## src/rtl/ssla_pkg.sv

```systemverilog
package ssla_pkg;

	localparam int unsigned DATA_W  = 8;
	localparam int unsigned COORD_W = 7;
	localparam int unsigned SUM_W   = 9;
	localparam int unsigned CFG_W   = 8;

	localparam logic [CFG_W-1:0] GRID_WIDTH_RESET = 8'd104;

	typedef enum logic {
		KIND_CELL = 1'b0,
		KIND_PAD  = 1'b1
	} kind_t;

	typedef struct packed {
		kind_t              kind;
		logic [DATA_W-1:0]  shade_value;
		logic [DATA_W-1:0]  light_value;
	} in_beat_t;

	typedef struct packed {
		logic [DATA_W-1:0]  light_out;
		logic [COORD_W-1:0] out_column;
		logic [COORD_W-1:0] out_row;
		logic               frame_last;
	} out_beat_t;

	typedef struct packed {
		logic [DATA_W-1:0] south;
		logic [DATA_W-1:0] center;
		logic [DATA_W-1:0] light;
	} cell_data_t;

endpackage

```

## src/rtl/ssla_out_buf.sv

```systemverilog
module ssla_out_buf (
	input  logic                clk,
	input  logic                arst_n,
	input  logic                push,
	input  ssla_pkg::out_beat_t push_data,
	output logic                full,
	output logic                out_valid,
	input  logic                out_stall,
	output ssla_pkg::out_beat_t out_data
);
	import ssla_pkg::*;

	logic      main_v_q;
	logic      skid_v_q;
	out_beat_t main_q;
	out_beat_t skid_q;
	logic      main_free;

	assign main_free = !main_v_q || !out_stall;

	always_ff @(posedge clk or negedge arst_n) begin
		if (!arst_n) begin
			main_v_q <= 1'b0;
			skid_v_q <= 1'b0;
		end else if (main_free) begin
			main_v_q <= skid_v_q || push;
			skid_v_q <= 1'b0;
		end else if (push) begin
			skid_v_q <= 1'b1;
		end
	end

	always_ff @(posedge clk) begin
		if (main_free) begin
			main_q <= skid_v_q ? skid_q : push_data;
		end else if (push) begin
			skid_q <= push_data;
		end
	end

	assign full      = skid_v_q;
	assign out_valid = main_v_q;
	assign out_data  = main_q;

endmodule

```

## config.mk

```make
export PLATFORM = sky130hd
export DESIGN_NAME = ssla_out_buf
export DESIGN_NICKNAME = d
export VERILOG_FILES = /design/src/rtl/ssla_pkg.sv /design/src/rtl/ssla_out_buf.sv
export SDC_FILE = /design/constraint.sdc
export NUM_CORES = 1
export LEC_CHECK = 0
export ABC_AREA = 0
export BUFFER_PORTS_ARGS = -buffer_cell sky130_fd_sc_hd__buf_2
export CAP_MARGIN = 20
export CORE_MARGIN = 5
export CORE_UTILIZATION = 49
export CTS_BUF_LIST = sky130_fd_sc_hd__clkbuf_16
export CTS_CLUSTER_DIAMETER = 50
export DETAILED_ROUTE_END_ITERATION = 8
export PLACE_DENSITY = 0.87
export SLEW_MARGIN = 10
export SYNTH_ARGS = -nofsm -noshare
export SYNTH_HDL_FRONTEND = slang
export SYNTH_SLANG_ARGS = --single-unit
```

## constraint.sdc

```tcl
create_clock -name clk -period 1.86 [get_ports clk]
set_input_delay 0.093 -clock clk [delete_from_list [all_inputs] [get_ports clk]]
set_output_delay 0.093 -clock clk [all_outputs]
set_load 0.05 [all_outputs]
```

# Word-level counts from Yosys, hierarchy flattened
# Index checks and enable logic that the tools add are counted.
dict set report totals {
  ff_bits 48
  elab_cells 20
}
dict set report classes {
  n_bitwise 1
  reduce_logical 6
  muxes 3
}
# op n
set op_table {}
lappend op_table {{23-bit two-way mux} 1}
lappend op_table {{1-bit logical NOT} 2}
lappend op_table {{1-bit logical OR} 2}
lappend op_table {{1-bit two-way mux} 2}
lappend op_table {{2-bit AND reduction} 1}
lappend op_table {{2-bit nonzero test} 1}
lappend op_table {{1-bit NOT} 1}

# Logic depth before layout (Yosys ltp)
dict set report depth {
  ltp_word 4
  ltp_mapped 3
}

# Worst setup path before layout
# Ideal clock, no wire load.
dict set report synth_path {
  kind {flip-flop to flip-flop}
  startpoint {register main_v_q (netlist: out_valid)}
  endpoint {register skid_q[0] in the netlist's numbering, enable pin}
  stages_incl_launch_ff 2
  synth_period_minus_slack_ps 1765
  t_required_ps 1478
  n_path_buf 0
  arrival_time_ps 1384
  slack_ps 95
  path_cell_list {dfrtp_1 and3_1}
}
dict set report synth_between {
  elab_chain_len 4
}
# item line
set synth_rtl {}
lappend synth_rtl {{start: declaration} ssla_out_buf.sv:13} ;# logic main_v_q;
lappend synth_rtl {{start signal: assignment} ssla_out_buf.sv:26} ;# main_v_q <= skid_v_q || push;
lappend synth_rtl {{1-bit logical NOT} ssla_out_buf.sv:19} ;# assign main_free = !main_v_q || !out_stall;
lappend synth_rtl {{1-bit logical OR} ssla_out_buf.sv:19}
lappend synth_rtl {{1-bit NOT (no source line)} --}
lappend synth_rtl {{2-bit AND reduction (no source line)} --}
lappend synth_rtl {{end signal: assignment} ssla_out_buf.sv:37} ;# skid_q <= push_data;
lappend synth_rtl {{end: declaration} ssla_out_buf.sv:16} ;# out_beat_t skid_q;
# Every way passes these cells.
# A chain may end at the register's enable or synchronous reset.

# Final worst setup path
dict set report layout_path {
  startpoint {register skid_v_q (netlist: full)}
  endpoint {register main_q, in the netlist out_data[0], data pin}
}
dict set report layout_between {
  elab_chain_len 1
}
# item line
set layout_rtl {}
lappend layout_rtl {{start: declaration} ssla_out_buf.sv:14} ;# logic skid_v_q;
lappend layout_rtl {{start signal: assignment} ssla_out_buf.sv:24} ;# skid_v_q <= 1'b0;
lappend layout_rtl {{start signal: assignment} ssla_out_buf.sv:27} ;# skid_v_q <= 1'b0;
lappend layout_rtl {{start signal: assignment} ssla_out_buf.sv:29} ;# skid_v_q <= 1'b1;
lappend layout_rtl {{23-bit two-way mux} ssla_out_buf.sv:35} ;# main_q <= skid_v_q ? skid_q : push_data;
lappend layout_rtl {{end signal: assignment} ssla_out_buf.sv:35}
lappend layout_rtl {{end: declaration} ssla_out_buf.sv:15} ;# out_beat_t main_q;
# Every way passes these cells.

==> impl_results.md <==
- Worst-skew pair later-pin latency: between 0.2 and 0.3 ns
- Clock Path Buffers: 2
- Dpl cells: approximately 180
- RSZ-0062 raised after global routing: no
- Leakage power: 1.01 nW
- Via count: about 1000
- Mean routed wirelength per cell: ~16 µm
- Post-Syn Instances: just under 80
- Critical Path RT: about 1.9 ns
- Pwr Density: 1100 mW/mm²
- Via/cell ratio: roughly 5
- Worst EP arrival: 1.33 ns
- Starting density of the core: 50.2%
- Post-Syn Area: between 0.0015 and 0.002 mm²
- Mapped Avg Cell Area: between 20 and 25 µm²
- IO Pins: 52
- Post-synthesis cell type count: 10
- Die area: between 0.005 and 0.006 mm²
- Top cells by area, synth: edfxtp_1 (75%), mux2_4 (15%), mux2_2 (3.1%), dfrtp_1 (2.7%), buf_12 (2.2%)
- FILL cells: between 200 and 250
- Global-route wire length before repair: about 5000 µm
- Status: finished, final reports clean
- Crit Path Max Fanout: 20
- Antenna diodes: 0
- Final HPWL from detailed placement: 2180 µm
- Worst IR Drop VDD: between 0.6 and 0.7 mV
- Worst-path clk slew: about 0.060 ns
- Vias in the first global route: between 1000 and 1500
- Worst setup SP type: flop
- Seq. cell area: between 0.001 and 0.0015 mm²
- Row cnt: 22
- Die X: ~71 µm
- Sequential area share after synthesis: just under 80%
- F_max: 0.772 GHz
- Hold crit path type: primary input to flop
- Max-slew violation count: 0
- Largest area contributor in the netlist: edfxtp_1
- Final setup TNS: 0 ns
- Core ar.: 0.00366 mm²
- Max-cap viol count: 0
- Flops & latches, synth: 48
- Final setup viols: 0
- Die Y: 71.2 µm
- TritonCTS clock tree: built
- Largest net degree at the start of global routing: 21
- Leading cell types in the layout, fill and taps excluded: buf_2 (51), edfxtp_1 (46), mux2_4 (18), dlygate4sd3_1 (14)
- Non-filler cells, final: between 200 and 250
- GP Congestion: ~0.7
- CP Class: flop to flop
- Initial antenna violation count: 0
- CTS root buffer: clkbuf_16
- # resized after CTS: 0
- Worst clock skew: 0.00184 ns
- # nets final: ~180
- ANT nets after route: 0
- Synth warn: 0
- Layout Area Growth over Synthesis: 33.6%
- Final Critical Period: ~1.3 ns
- Multi-input gate area: 355 µm²
- First DRT Iteration DRCs: 53
- Drt total wl: 3210 µm
- Commonest non-fill, non-tap cell in the layout: buf_2
- PnR worst setup slack: roughly 0.57 ns
- H-tree Lvls: 2
- Worst slew pin tran: between 0.3 and 0.4 ns
- Synth top area share: ~75%
- Drt first pass iters: 4
- Pre-CTS setup slack: ~0.56 ns
- Layout cells sized above 1: between 50% and 60%
- Crit end category: flop
- CTS buffer count: 5
- GR Overflow Total: 0
- Final Hold Fails: 0
- Total track usage: 13.2%
- Rel. slew slack: between 70 and 80%
- Clock sink count: 48
- Number of port buffers: ~50
- Drc violations: 0
- Crit share post-route: 69.6%
- Synth Net Count: 105
- R2r setup slk: about 0.57 ns
==> registers in the layout, indices dropped and copies added, names as in the netlist <==
register and count:
out_data 23, skid_q 23, full 1, out_valid 1
==> cells by family after synthesis <==
kind of cell           synth area share, %
AND/OR/NAND/NOR                      0.545
multiplexers                          17.8
flip-flops                            77.9
buffers and inverters                 2.79
AO/OA/AOI/OAI                         1.02
==> final cells by class <==
| type | count | area share (%) |
|---|---|---|
| clock buffers | 5 | 5.09 |
| clock inverters | 3 | 1.58 |
| multi-input cells | 27 | 14.5 |
| flip-flops and latches | 48 | 58.3 |
| well taps | 48 | 2.45 |
| repair buffers | 70 | 18.1 |
==> critical path, cell delays in order, from the launching register on <==
cell and delay (ns):
dfrtp_1 0.34, buf_4 0.33, mux2_2 0.37
==> metrics by stage <==
stage               total power, mW  hold WS (ns)  cell area (µm²)  utilization (%)
floorplan                      1.63        -0.203             1840                -
global placement               1.72        -0.120             2150             58.8
detailed placement             1.73        -0.115             2150             58.8
CTS                            2.73      0.000118             2450             66.8
global route                   2.80       0.00130             2460             67.1
finish                         2.70       0.00640             2460             67.1
==> metal layers <==
| metal | vias up | part of all wire (%) | GRT usage, % |
|---|---|---|---|
| met5 | - | 0 | 0 |
| met4 | 0 | 2.6 | 8.77 |
| met3 | 7 | 6.8 | 3.37 |
| met2 | 38 | 49 | 21.3 |
| met1 | 479 | 41 | 15.7 |
| li1 | 458 | - | - |
==> Yosys cell counts (all sizes together) <==
cell type / n
a211o: 1
and3: 1
dfrtp: 2
nand2: 1
mux2: 23
buf: 3
edfxtp: 46
o211a: 1
==> power breakdown <==
group | switching, mW | internal, mW
sequential | 0.0207 | 1.28
combinational | 0.278 | 0.151
clock | 0.352 | 0.626
==> repair_timing <==
action	4_1_cts	5_1_grt
hold buffers	13	1
setup buffers	0	0
hold endpoints to repair	14	1
setup endpoints to repair	0	0
==> path summary, 6_finish.rpt <==
check	to	from	cells past startpoint
min	skid_q[17]	push_data[17]	1
max	out_data[0]	full	2
max reg2reg	out_data[0]	full	2
min in group asynchronous	full	arst_n	2
max in group asynchronous	out_valid	arst_n	2
min reg2reg	out_data[15]	skid_q[15]	1
(Power assumes the default switching activity.)
