--- src/rtl/ssla_pkg.sv ---
package ssla_pkg;

	localparam int unsigned DATA_W  = 8;
	localparam int unsigned COORD_W = 7;
	localparam int unsigned SUM_W   = 9;
	localparam int unsigned CFG_W   = 8;

	localparam logic [CFG_W-1:0] GRID_WIDTH_RESET = 8'd104;

	typedef enum logic {
		KIND_CELL = 1'b0,
		KIND_PAD  = 1'b1
	} kind_t;

	typedef struct packed {
		kind_t              kind;
		logic [DATA_W-1:0]  shade_value;
		logic [DATA_W-1:0]  light_value;
	} in_beat_t;

	typedef struct packed {
		logic [DATA_W-1:0]  light_out;
		logic [COORD_W-1:0] out_column;
		logic [COORD_W-1:0] out_row;
		logic               frame_last;
	} out_beat_t;

	typedef struct packed {
		logic [DATA_W-1:0] south;
		logic [DATA_W-1:0] center;
		logic [DATA_W-1:0] light;
	} cell_data_t;

endpackage

--- src/rtl/ssla_cell.sv ---
module ssla_cell #(
	parameter int unsigned MAX_WIDTH = 128,
	parameter int unsigned IDX       = 0
) (
	input  logic                           clk,
	input  logic                           arst_n,
	input  logic                           shift,
	input  logic [$clog2(MAX_WIDTH):0]     width,
	input  ssla_pkg::cell_data_t           tail,
	input  ssla_pkg::cell_data_t           nbr,
	output ssla_pkg::cell_data_t           data
);
	import ssla_pkg::*;

	localparam int unsigned WW = $clog2(MAX_WIDTH) + 1;

	logic [DATA_W-1:0] south_q;
	logic [DATA_W-1:0] center_q;
	logic [DATA_W-1:0] light_q;
	logic              at_tail;
	logic              before_tail;
	cell_data_t        next;

	// The line is as long as the row: the cell at the row's last column takes the new beat,
	// cells in front of it take their neighbor's data, and cells past it hold.
	assign at_tail     = (width == WW'(IDX + 1));
	assign before_tail = (WW'(IDX + 1) < width);
	assign next        = at_tail ? tail : nbr;

	always_ff @(posedge clk or negedge arst_n) begin
		if (!arst_n) begin
			south_q  <= '0;
			center_q <= '0;
		end else if (shift && (at_tail || before_tail)) begin
			south_q  <= next.south;
			center_q <= next.center;
		end
	end

	always_ff @(posedge clk) begin
		if (shift && (at_tail || before_tail)) begin
			light_q <= next.light;
		end
	end

	assign data.south  = south_q;
	assign data.center = center_q;
	assign data.light  = light_q;

endmodule

--- config.mk ---
export PLATFORM = sky130hd
export DESIGN_NAME = ssla_cell
export DESIGN_NICKNAME = d
export VERILOG_FILES = /design/src/rtl/ssla_pkg.sv /design/src/rtl/ssla_cell.sv
export SDC_FILE = /design/constraint.sdc
export NUM_CORES = 1
export LEC_CHECK = 0
export ABC_AREA = 1
export ABC_CLOCK_PERIOD_IN_PS = 800
export BUFFER_PORTS_ARGS = -buffer_cell sky130_fd_sc_hd__buf_4
export CORE_MARGIN = 5
export CORE_UTILIZATION = 38
export CTS_CLUSTER_DIAMETER = 100
export CTS_CLUSTER_SIZE = 25
export DETAILED_ROUTE_END_ITERATION = 16
export PLACE_DENSITY = 0.77
export SYNTH_ARGS = -nofsm -noshare
export SYNTH_HDL_FRONTEND = slang
export SYNTH_SLANG_ARGS = --single-unit
export TNS_END_PERCENT = 10
--- constraint.sdc ---
create_clock -name clk -period 0.8 [get_ports clk]
set_input_delay 0.08 -clock clk [delete_from_list [all_inputs] [get_ports clk]]
set_output_delay 0.08 -clock clk [all_outputs]
set_load 0.01 [all_outputs]
# Yosys cells after proc, flatten, opt, wreduce, memory -nomap -nowiden
# Index checks and enable logic that the tools add are counted.
# word_totals
mem_bits_rw	0
word_cells	8
register_bits	24
latchBits	0
inputBits	59
mem_bits_ro	0
mem_count	0
# op_classes
n_shift	0
n_reduce_logical	2
bitwise	0
n_mux	1
n_lt_le_gt_ge	1
div_mod_pow	0
multipliers	0
add_sub_neg	0
n_eq_ne	1
# op_table
operator	count
$mux W24	1
$eq A8 B1 Y1 const B	1
$lt A1 B8 Y1 const A	1
$logic_and A1 B1 Y1	1
$logic_or A1 B1 Y1	1

# Depth between registers and ports, before layout
# logic_depth
ltp_word	3
depth_mapped	9
mapped_depth_nobuf	8

# Worst setup path before layout
# No wires, ideal clock.
# synth_timing
path_kind	input port to flip-flop
startpoint	input port width[7]
endpoint	register light_q[0] (enable)
slack_ns	-0.189
t_arrival_ns	0.663
cell_stages	5
setup_time_ns	0.326
n_path_buf	1
cell_sequence	inv_2 > nand3_2 > nor2_2 > nor2_4 > buf_2
# synth_between
elab_chain_cells	3
elab_cells_between_ends	4
cone_classes	order compare (1); eq/ne (1); reduce/logical (2)
# synth_lines
element	line_no	text
start: declaration	ssla_cell.sv:8	input logic [$clog2(MAX_WIDTH):0] width,
$lt A1 B8 Y1 or $eq A8 B1 Y1 (tied branches)	ssla_cell.sv:27, ssla_cell.sv:26	
$logic_or A1 B1 Y1 *	ssla_cell.sv:41	if (shift && (at_tail || before_tail)) begin
$logic_and A1 B1 Y1 *	ssla_cell.sv:41	
end signal: assignment	ssla_cell.sv:42	light_q <= next.light;
end: declaration	ssla_cell.sv:19	logic [DATA_W-1:0] light_q;
# Mark *: on every way between the ends. The rest lies on a longest branch, timed or not.
# A chain may end at the register's enable or synchronous reset.

# Final worst setup path
# layout_timing
startpoint	register south_q[7]
endpoint	output port data[23] (netlist name)
# layout_lines
element	line_no	text
start: declaration	ssla_cell.sv:17	logic [DATA_W-1:0] south_q;
start signal: assignment	ssla_cell.sv:35	south_q <= next.south;
end: declaration	ssla_cell.sv:11	output ssla_pkg::cell_data_t data
# No word-level cell between the ends.

==> results.py <==
metrics = {
    "critical_path": {
        "r2r_cells": 3,
        "critPathMaxStageDelay_ps": 430,
        "required_ps": 720,
        "arrival_ps": 870,
        "cp_slowest_cell": "dfrtp_1",
        "cp-end-kind": "output port",
        "crit_cells": 1,
        "path_buf_inv": 1,
        "startpoint_type": "flop",
        "cp_cell_sequence": "buf_6",
        "reg2reg_slack_ps": 60,
        "critPathTopFamily": "flip-flops",
        "path_class": "reg2out",
        "crit_fanout": 2,
    },
    "floorplanning": {
        "io_pins": 83,
        "coreArea_um2": 3390,
        "num_rows": 21,
        "die_w_um": 69.5,
        "dieArea_um2": 4830,
        "initial_core_util_pct": 39.7,
        "dieHeight_um": 69.5,
    },
    "pwr": {
        "p_clk_share_pct": 27.8,
        "p_sw_share_pct": 24.7,
        "power_frac_seq_pct": 45.8,
        "leakage_uw": 0.00124,
        "switching_power_uw": 782,
        "comb_power_share_pct": 26.4,
        "power_density_nw_per_um2": 1410,
        "p_int_uw": 2380,
        "ir_drop_uv": 771,
        "total_power_uw": 3160,
    },
    "grt": {
        "grt_pass1_vias": 1432,
        "grtUsageTotal_pct": 16.1,
        "antenna_found_initial": 0,
        "grt_max_degree": 25,
        "grt_first_pass_wirelength_um": 6400,
        "gr-total-overflow": 0,
    },
    "yosys": {
        "ys_ff_latch": 24,
        "yosys.area_share.xor_xnor_pct": 0,
        "yosysTopAreaCellShare_pct": 29.7,
        "ys_warn_count": 0,
        "synthAdderAreaFrac_pct": 0,
        "yosys-top-cells-area": "dfrtp_1 (30%), nand2_1 (27%), edfxtp_1 (18%)",
        "ys_seq_area_share_pct": 47.6,
        "syn_nets": 233,
        "synth_top_family_by_area": "simple AND/OR/NAND/NOR gates",
        "synth_cell_types": 17,
        "syn_inst": 174,
        "synth_compound_area_share_pct": 1.21,
        "netlist.top_cell.by_area": "dfrtp_1",
        "synth_area_um2": 1350,
        "postSynthAreaPerCell_um2": 7.74,
        "synth-simple-area-share_pct": 43.9,
        "muxShareOfSynthArea_pct": 0,
    },
    "cts": {
        "cts_buffer_depth": 2,
        "clock_latency_ps": 310,
        "path_clk_slew_ps": 140,
        "cts.htree.levels": 1,
        "root_buffer": "clkbuf_4",
        "clock-sinks": 24,
        "cts_buffers": 3,
        "cts_tree": "done",
    },
    "detailed_routing": {
        "wirelength_um": 3780,
        "dr.pass1.iters": 4,
        "drc": 0,
        "via_per_inst": 4.57,
        "post_drt_wl_per_cell_um": 12.2,
        "drtAntennaViolNets": 0,
        "vias": 1412,
        "first_iter_violations": 108,
    },
    "sta": {
        "finalHoldViolCount": 0,
        "rsz0062_at_grt": "yes",
        "fmax_mhz": 1060,
        "period_minus_slack_ps": 947,
        "setup_ws_ps": -147,
        "worst_pin_slew_ps": 255,
        "period_share_pct": 118,
        "slew_violations": 0,
        "setup_violations": 24,
        "relSlewSlack_pct": 83.0,
        "fin_skew_ps": 0,
    },
    "worst_hold_path": {
        "hold_path.class": "in2reg",
        "hold_path_depth": 3,
    },
    "placed_design": {
        "routabilityCongestion": 0.729,
        "post-place-ws_ps": -264,
        "place_area_um2": 2090,
        "io_buffers": 82,
        "hpwl_um": 2960,
        "placed_cells": 303,
    },
    "finish": {
        "final_common_cell": "nand2_1",
        "drive_gt1_share_pct": 43.3,
        "mostFrequentLayoutCells": "nand2_1 (96), buf_4 (66), nand3_1 (24), buf_6 (24), dfrtp_1 (16)",
        "stdcell_area_um2": 2250,
        "final_nets": 323,
        "final_cells": 309,
        "num_antenna_cells": 0,
        "post-route-util_pct": 66.3,
        "syn2layout_area_growth_pct": 67.0,
    },
    "outcome": {
        "violations": "negative setup slack",
        "status": "finished, violations left",
    },
    "run": {
        "timing.max_cap.violations": 0,
    },
}
synthesized netlist by cell type (all sizes together):
cell type    n
nand2      101
nand3       26
dfrtp       16
buf          8
edfxtp       8
inv          8
nor2         6
o21ai        1
layer usage:
layer	global-route usage, %	wire length (um)	share of wire [%]
met3	5.36	336	8.9
met1	18.5	1460	38
met2	29.0	1980	52
met4	3.25	14	0.37
met5	0	0	0
path summary, 6_finish.rpt:
check / startpoint / endpoint
max in group asynchronous: arst_n / center_q[5]
hold / removal: nbr[0] / light_q[0]
setup / recovery: south_q[7] / data[23]
min in group asynchronous: arst_n / south_q[2]
setup reg to reg: south_q[2] / south_q[2]
hold reg to reg: center_q[2] / center_q[2]
area by class of cell:
cell class / count / area [um2]
Tap cell: 46 / 57.6
Multi-Input combinational cell: 134 / 627
Clock buffer: 3 / 22.5
Clock inverter: 1 / 30.0
Fill cell: 273 / 1140
Sequential cell: 24 / 641
Inverter: 8 / 55.1
Timing Repair Buffer: 93 / 816
registers in the layout (all words and copies together) (netlist names):
name,cells
center_q,8
light_q,8
south_q,8
logic make-up after synthesis:
kind of cell	Yosys count
AND/OR/NAND/NOR	133
flip-flops	24
buffers and inverters	16
AO/OA/AOI/OAI	1
power by group through the flow:
stage          sequential (uW)  combinational (uW)  clock, uW
2_1_floorplan             1510                 233          0
3_3_place_gp              1450                 761          0
3_5_place_dp              1450                 773          0
4_1_cts                   1450                 836        893
5_1_grt                   1460                 912        942
6_report                  1450                 835        878
per-stage QoR:
step	setup TNS, ps	hold slack (ps)
final	-3170	20.4
after global routing	-4210	7.89
after CTS	-3430	10.3
after detailed placement	-7730	-47.8
after global placement	-6990	-52.2
after floorplan	-1930	-216
timing repair:
item / 4_1_cts / 5_1_grt
endpoints found under the hold margin: 16 / 0
setup endpoints to repair: 24 / 24
hold buffers: 1 / 0
buffers inserted: 1 / 0
resized for setup: 19 / 5
Power figures use the tool's default switching activity.
